## config.mk

```make
export PLATFORM = sky130hd
export DESIGN_NAME = pngu_predict
export DESIGN_NICKNAME = d
export VERILOG_FILES = /design/src/hw/rtl/pngu_pkg.sv /design/src/hw/rtl/pngu_predict.sv
export SDC_FILE = /design/constraint.sdc
export NUM_CORES = 1
export LEC_CHECK = 0
export BUFFER_PORTS_ARGS = -buffer_cell sky130_fd_sc_hd__buf_2
export CORE_ASPECT_RATIO = 0.5
export CORE_MARGIN = 2
export CORE_UTILIZATION = 50
export CTS_CLUSTER_DIAMETER = 80
export CTS_CLUSTER_SIZE = 30
export DETAILED_ROUTE_END_ITERATION = 10
export GPL_ROUTABILITY_DRIVEN = 0
export PLACE_DENSITY = 0.73
export RECOVER_POWER = 25
export SLEW_MARGIN = 0
export SYNTH_ARGS = -nofsm -noshare
export SYNTH_HDL_FRONTEND = slang
export SYNTH_SLANG_ARGS = --single-unit
```

## constraint.sdc

```tcl
create_clock -name i_clk -period 16.35 [get_ports i_clk]
set_clock_uncertainty 0.15 [all_clocks]
set_input_delay 1.635 -clock i_clk [delete_from_list [all_inputs] [get_ports i_clk]]
set_output_delay 1.635 -clock i_clk [all_outputs]
set_load 0.005 [all_outputs]
```

## src/hw/rtl/pngu_pkg.sv

```systemverilog
// Package for the PNG scanline unfilter unit: filter codes, register
// indexes, per-item control struct and the Paeth predictor function.
// Used by pngu_predict and png_scanline_unfilter_unit; depends on nothing.
package pngu_pkg;

    typedef enum logic [2:0] {
        FILT_NONE  = 3'd0,
        FILT_SUB   = 3'd1,
        FILT_UP    = 3'd2,
        FILT_AVG   = 3'd3,
        FILT_PAETH = 3'd4
    } t_filter;

    typedef enum logic {
        REG_BPP = 1'b0,
        REG_ROW = 1'b1
    } t_reg_idx;

    localparam int BYTE_W    = 8;
    localparam int BPP_W     = 4;
    localparam int ROW_W     = 14;
    localparam int FTYPE_W   = 3;
    localparam int APB_DW    = 32;
    localparam int APB_AW    = 3;

    typedef struct packed {
        logic                start;
        logic                first_row;
        logic                last;
        logic                fwd;
        t_filter             ftype;
        logic [BYTE_W-1:0]   xbyte;
    } t_item_ctl;

    function automatic logic [BYTE_W-1:0] paeth(
        input logic [BYTE_W-1:0] a,
        input logic [BYTE_W-1:0] b,
        input logic [BYTE_W-1:0] c
    );
        logic signed [BYTE_W+2:0] da;
        logic signed [BYTE_W+2:0] db;
        logic signed [BYTE_W+2:0] dc;
        logic [BYTE_W+1:0]        pa;
        logic [BYTE_W+1:0]        pb;
        logic [BYTE_W+1:0]        pc;
        logic [BYTE_W-1:0]        res;
        da = $signed({3'b000, b}) - $signed({3'b000, c});
        db = $signed({3'b000, a}) - $signed({3'b000, c});
        dc = da + db;
        pa = da[BYTE_W+2] ? (BYTE_W+2)'(-da) : da[BYTE_W+1:0];
        pb = db[BYTE_W+2] ? (BYTE_W+2)'(-db) : db[BYTE_W+1:0];
        pc = dc[BYTE_W+2] ? (BYTE_W+2)'(-dc) : dc[BYTE_W+1:0];
        if (pa <= pb && pa <= pc) begin
            res = a;
        end else if (pb <= pc) begin
            res = b;
        end else begin
            res = c;
        end
        return res;
    endfunction

endpackage

```

## src/hw/rtl/pngu_predict.sv

```systemverilog
// Reconstruction stage: left and upper-left pixel history, filter predictor
// and byte add. Depends on pngu_pkg; instantiated by png_scanline_unfilter_unit.
module pngu_predict #(
    parameter int MAX_PIXEL_BYTES = 8,
    parameter int PW              = 3
) (
    input  logic                        i_clk,
    input  logic                        i_rst_n,
    input  logic                        i_fire,
    input  pngu_pkg::t_item_ctl         i_ctl,
    input  logic [pngu_pkg::BYTE_W-1:0] i_rd_byte,
    input  logic [pngu_pkg::BYTE_W-1:0] i_fwd_byte,
    input  logic [PW-1:0]               i_bpp_idx,
    output logic [pngu_pkg::BYTE_W-1:0] o_raw
);

    logic [pngu_pkg::BYTE_W-1:0] r_left  [MAX_PIXEL_BYTES];
    logic [pngu_pkg::BYTE_W-1:0] r_upper [MAX_PIXEL_BYTES];
    logic [pngu_pkg::BYTE_W-1:0] n_left  [MAX_PIXEL_BYTES];
    logic [pngu_pkg::BYTE_W-1:0] n_upper [MAX_PIXEL_BYTES];
    logic [pngu_pkg::BYTE_W-1:0] base_left  [MAX_PIXEL_BYTES];
    logic [pngu_pkg::BYTE_W-1:0] base_upper [MAX_PIXEL_BYTES];
    logic [pngu_pkg::BYTE_W-1:0] a_byte;
    logic [pngu_pkg::BYTE_W-1:0] b_byte;
    logic [pngu_pkg::BYTE_W-1:0] c_byte;
    logic [pngu_pkg::BYTE_W-1:0] pred;
    logic [pngu_pkg::BYTE_W:0]   avg_sum;

    always_comb begin
        for (int i = 0; i < MAX_PIXEL_BYTES; i++) begin
            base_left[i]  = i_ctl.start ? '0 : r_left[i];
            base_upper[i] = i_ctl.start ? '0 : r_upper[i];
        end
        a_byte = base_left[i_bpp_idx];
        c_byte = base_upper[i_bpp_idx];
        if (i_ctl.first_row) begin
            b_byte = '0;
        end else if (i_ctl.fwd) begin
            b_byte = i_fwd_byte;
        end else begin
            b_byte = i_rd_byte;
        end
        avg_sum = {1'b0, a_byte} + {1'b0, b_byte};
        case (i_ctl.ftype)
            pngu_pkg::FILT_SUB:   pred = a_byte;
            pngu_pkg::FILT_UP:    pred = b_byte;
            pngu_pkg::FILT_AVG:   pred = avg_sum[pngu_pkg::BYTE_W:1];
            pngu_pkg::FILT_PAETH: pred = pngu_pkg::paeth(a_byte, b_byte, c_byte);
            default:              pred = '0;
        endcase
        o_raw = i_ctl.xbyte + pred;
        for (int i = 0; i < MAX_PIXEL_BYTES; i++) begin
            if (i_ctl.last) begin
                n_left[i]  = '0;
                n_upper[i] = '0;
            end else if (i == 0) begin
                n_left[i]  = o_raw;
                n_upper[i] = b_byte;
            end else begin
                n_left[i]  = base_left[i-1];
                n_upper[i] = base_upper[i-1];
            end
        end
    end

    always_ff @(posedge i_clk) begin
        if (!i_rst_n) begin
            for (int i = 0; i < MAX_PIXEL_BYTES; i++) begin
                r_left[i]  <= '0;
                r_upper[i] <= '0;
            end
        end else if (i_fire) begin
            for (int i = 0; i < MAX_PIXEL_BYTES; i++) begin
                r_left[i]  <= n_left[i];
                r_upper[i] <= n_upper[i];
            end
        end
    end

endmodule

```

* Word level (Yosys, flattened, before mapping)
Memory sizes are Yosys's and may differ from the RTL's.
Index checks and enable logic that the tools add are counted.
** Cells by class
- Bitwise operators :: 17
- $add $sub $neg :: 8
- $lt $le $gt $ge :: 4
- Reductions and logical operators :: 1
- Eq/ne operators :: 4
- Mux-type cells :: 66
** Operators with widths (number)
- 2-to-1 mux 8 bit :: 56
- binary-select mux 8 bit (select 3 bit) :: 2
- case mux 8 bit (4 select lines) :: 1
- <= comparator 10 bit :: 3
- 2-to-1 mux 10 bit :: 3
- negation 9 -> 10 bit :: 2
- subtractor 8 x 8 -> 9 bit :: 2
- OR 1 bit :: 16
- adder 9 x 9 -> 10 bit :: 1
- negation 10 bit :: 1
- adder 8 x 8 -> 9 bit :: 1
- adder 8 bit :: 1
- == test 3 x 2 -> 1 bit (second input constant) :: 2
- >= comparator 4 bit (second input constant) :: 1
- 2-to-1 mux 1 bit :: 4
- NOT 3 -> 4 bit :: 1
- == test 3 x 1 -> 1 bit (second input constant) :: 1
- == test 3 bit (second input constant) :: 1
- logical AND 1 bit :: 1
** Storage, ports and cells
- Input bits :: 37
- Memory bits (writable) :: 128
- Logic and storage cells :: 102
- Bits in registers :: 0
- Memories :: 2
- Output and inout bits :: 8
** Memory list
- r_left :: words 8, width 8, rd ports 8, clocked after Yosys merged registers in 0, write ports 8, line pngu_predict.sv:17 : logic [pngu_pkg::BYTE_W-1:0] r_left [MAX_PIXEL_BYTES];
- r_upper :: words 8, width 8, rd ports 8, clocked after Yosys merged registers in 0, write ports 8, line pngu_predict.sv:18 : logic [pngu_pkg::BYTE_W-1:0] r_upper [MAX_PIXEL_BYTES];

* Logic depth before layout (Yosys ltp)
- Depth after elaboration :: 15
- Mapped depth :: 47
- Mapped depth without buffers :: 43

* Least setup slack after synthesis
OpenSTA, ideal clock, no wires.
- Kind :: input port to output port
- From :: in i_bpp_idx[0]
- To :: out o_raw[7] (netlist name)
- Setup slack :: 3.909 ns
- Buffers on the path :: 4
- Required time :: 14.565 ns
- Cell stages on the path :: 46
- Arrival :: 10.656 ns
- Cells stage by stage :: buf_6 clkbuf_1 buf_1 mux4_2 nand2_1 a21oi_1 ha_1 inv_1 fa_1 nand2_1 nor4_1 a221oi_2 a31oi_1 o21ai_0 a21oi_1 o21ai_0 nand2b_1 inv_1 [10 not listed] a211o_1 a21o_1 a21o_1 and2_1 clkbuf_1 nand2_1 o21ai_0 a221o_1 ha_1 a21o_1 a21oi_1 o21bai_1 a21oi_1 o21bai_1 a21oi_1 xnor2_1 and3_1 or2_2
** On the way
- Longest elaborated chain between the ends :: 13
- Elaborated cells between the ends (all ways) :: 25
** Ends and longest elaborated chain
- from (decl) :: line pngu_predict.sv:13 : input logic [PW-1:0] i_bpp_idx,
- NOT 3 -> 4 bit (implied by the code) * :: line pngu_predict.sv:34, pngu_predict.sv:35
- binary-select mux 8 bit (select 3 bit), on equally long branches :: line pngu_predict.sv:35, pngu_predict.sv:34
- 2-to-1 mux 8 bit, on equally long branches (2 in series) :: line pngu_predict.sv:35, pngu_predict.sv:34
- subtractor 8 x 8 -> 9 bit, on equally long branches :: line pngu_pkg.sv:47, pngu_pkg.sv:48
- adder 9 x 9 -> 10 bit :: line pngu_pkg.sv:49 : dc = da + db;
- negation 10 bit :: line pngu_pkg.sv:52 : pc = dc[BYTE_W+2] ? (BYTE_W+2)'(-dc) : dc[BYTE_W+1:0];
- 2-to-1 mux 10 bit :: line pngu_pkg.sv:52
- <= comparator 10 bit, on equally long branches :: line pngu_pkg.sv:55, pngu_pkg.sv:53
- 2-to-1 mux 8 bit or logical AND 1 bit (tied branches) :: line pngu_pkg.sv:55, pngu_pkg.sv:53
- 2-to-1 mux 8 bit :: line pngu_pkg.sv:53 : if (pa <= pb && pa <= pc) begin
- case mux 8 bit (4 select lines) * :: line pngu_predict.sv:44 : case (i_ctl.ftype)
- adder 8 bit * :: line pngu_predict.sv:51 : o_raw = i_ctl.xbyte + pred;
- to (decl) :: line pngu_predict.sv:14 : output logic [pngu_pkg::BYTE_W-1:0] o_raw
Mark *: on every way between the ends. The rest lies on a longest branch, timed or not. The select of a mux whose other input is x is not followed.

* Worst setup path in the final report
- From :: in i_bpp_idx[2]
- To :: out o_raw[7] (netlist name)
The elaborated chain is that of the path after synthesis.

==> flow_summary_export.csv <==
group,metric,value,unit
synth,async_flop_share,0,%
floorplan,fp-row-count,34,
clock_tree,cts_tree,"done",
route,drt-initial-drc-count,742,
critical_path,crit_type,"input pin to output pin",
clock_tree,postCtsHoldBufs,0,
route,ant_nets,0,
synth,avgSynthCellArea,10.99,um^2
floorplan,boundaryPins,45,
synth,synth.distinct_cells,73,
critical_path,critPathMaxFanout,20,
synth,synth_ff_type,"edfxtp_1",
pwr,p_sw,0.4774,mW
hold_path,min-delay-path-class,"flip-flop to flip-flop",
critical_path,cp-end-kind,"output pin",
layout,fin_cells,1108,
layout,final-seq-area,3844,um^2
clock_tree,clk_pin_slew,50,ps
run_status,status,"finished with violations",
synth,ys_seq_elements,128,
global_route,grt_overflow,0,
route,viasPerCell,6.013,
route,drc_errors,0,
sta,fin_crit,12880,ps
layout,drive_gt1_share,14.53,%
sta,rsz0062_at_grt,"false",
run_status,violations,"capacitance limit, slew limit",
sta,setup_viol,0,
sta,fin_setup_tns,0,ps
clock_tree,postCtsSetupBuffers,0,
pwr,cellLeakagePower,4.522,nW
sta,maxSlewHeadroom,-138.9,%
critical_path,worst_path_max_delay_cell,"clkinv_1",
clock_tree,cts.repair.resized,0,
global_route,grt_max_degree,113,
pwr,pwr-share-comb,45.3,%
floorplan,start_util,51.97,%
route,vias,6662,
layout,layout.nets,975,
floorplan,core,17650,um^2
critical_path,r2r_slack,7200,ps
synth,yosysTopAreaCell,"edfxtp_1",
layout,multi_input_area,4959,um^2
clock_tree,max-clock-path-buffers,2,
floorplan,die-area,19520,um^2
global_route,antenna_found_initial,0,
clock_tree,cts_htree_levels,4,
synth,yosysMostFrequentCell,"edfxtp_1",
critical_path,critPathMostFrequentCell,"a21o_1",
sta,finalHoldViolCount,0,
pwr,pwr-share-seq,29.0,%
synth,ys_seq_area_share,41.89,%
job,drv_cap,2,
critical_path,required,14570,ps
sta,finalCritPeriodShare,78.75,%
layout,fill_cells,1417,
route,wire_per_inst,19.29,um
sta,slew_violations,201,
synth,netlist_area,9175,um^2
pwr,ir_drop,0.07665,mV
layout,n_antenna_cell,0,
pwr,p_int,0.8591,mW
route,firstDrtPassIters,6,
synth,yosys.area.top_type_share,41.89,%
placed_design,hpwl,14820,um
pwr,p_clk_share,25.7,%
floorplan,die_h,99.79,um
clock_tree,clock-sinks,128,
floorplan,die_width,195.6,um
placed_design,io_buffers,44,
global_route,track_usage,22.57,%
global_route,grt_pass1_vias,6523,
synth,synth_edf_count,128,
critical_path,critPathLaunchType,"input pin",
global_route,grt_pass1_wl,34310,um
route,wl,21370,um
placed_design,post-place-cells,1080,
pwr,swShare,35.72,%
sta,hold_slack,405.1,ps
synth,netlist_top_cells_area,"edfxtp_1, ha_1, mux4_2, and3_1, xnor2_1",
clock_tree,numCtsBuffers,17,
synth,synth_commonest_cells,"edfxtp_1, and3_1, ha_1",
clock_tree,clkLatencyLatePin,410,ps
clock_tree,clock-root-buffer,"clkbuf_16",
critical_path,max_stage_delay,760,ps
synth,yosysWarnings,0,
sta,fmax,0.07767,GHz
critical_path,arrival,11090,ps
pwr,p_per_area,132.5,nW/um^2
layout,area_growth,9.969,%
sta,worstMarginPinSlew,3584,ps
synth,synthCells,835,
==> layout by cell type, fill, tap and decap left out, types with 9 or more instances in the layout <==
cell type	Yosys	routed
mux4_2	32	32
nor2b_1	9	9
xor2_1	16	16
inv_1	58	58
nand2_1	52	52
mux2i_1	14	14
edfxtp_1	128	128
nor2_1	35	35
nor3_1	12	12
and2_0	0	19
and3_1	85	85
xnor2_1	33	33
and2_1	34	15
clkbuf_16	0	17
a21oi_1	45	45
o21ai_0	23	23
buf_2	1	43
ha_1	68	68
a21o_1	23	23
==> cell families after synthesis <==
logic type / share of synthesized area (%)
AOI/OAI and AO/OA: 10.68
xor gates and xnor gates: 4.923
adders and majority gates: 10.83
buffers and inverters: 4.227
DFF: 41.89
muxes: 9.996
other: 0.08185
and+or+nand+nor: 17.37
==> per-stage QoR <==
step | util (%) | total power, mW | area, um^2 | setup WS [ps]
after detailed placement | 54.24 | 0.9903 | 9575 | 3560
after global placement | 54.24 | 0.9694 | 9575 | 3804
after floorplan | - | 0.8558 | 9183 | 3909
after CTS | 57.23 | 1.334 | 10100 | 3543
final | 57.15 | 1.336 | 10090 | 3474
after global routing | 57.15 | 1.425 | 10090 | 2690
==> routing by layer <==
metal / share of wire [%] / track usage, %
met3: 6.5 / 4.402
met1: 46 / 31.51
met2: 45 / 35.69
met4: 2.5 / 7.927
met5: 0 / 0
==> registers in the layout, summed over array words and instances (netlist names) <==
register and count:
r_upper 64, r_left 64
==> critical path: cells and delay by family <==
family          cells  cell delay (ps)
compound gates     23             4130
fa+ha+maj           5             1390
buf+inv             5             1540
simple gates        9             2040
xor+xnor            2              320
==> cell type report <==
class                           instances  area share [%]
Multi-Input combinational cell        610           49.14
Sequential cell                       128           38.10
Clock buffer                           18           4.253
Tap cell                              234           2.902
Timing Repair Buffer                   48           2.393
Inverter                               60           2.232
Clock inverter                         10          0.9797
==> final timing paths <==
kind	startpoint	to	cells past startpoint
min	r_left[1][19]	r_left[1][27]	1
min reg2reg	r_left[1][19]	r_left[1][27]	1
max	i_bpp_idx[2]	o_raw[7]	44
max reg2reg	r_upper[0][8]	r_left[0][7]	42
==> power by group through the flow <==
stage               registers (mW)  clock network [mW]  logic, mW
floorplan                    0.391                   0      0.465
global placement             0.392                   0      0.577
detailed placement           0.392                   0      0.598
CTS                          0.387               0.347      0.601
global route                 0.389               0.359      0.677
finish                       0.387               0.344      0.605
No activity file was read; power rests on OpenSTA's default activity.
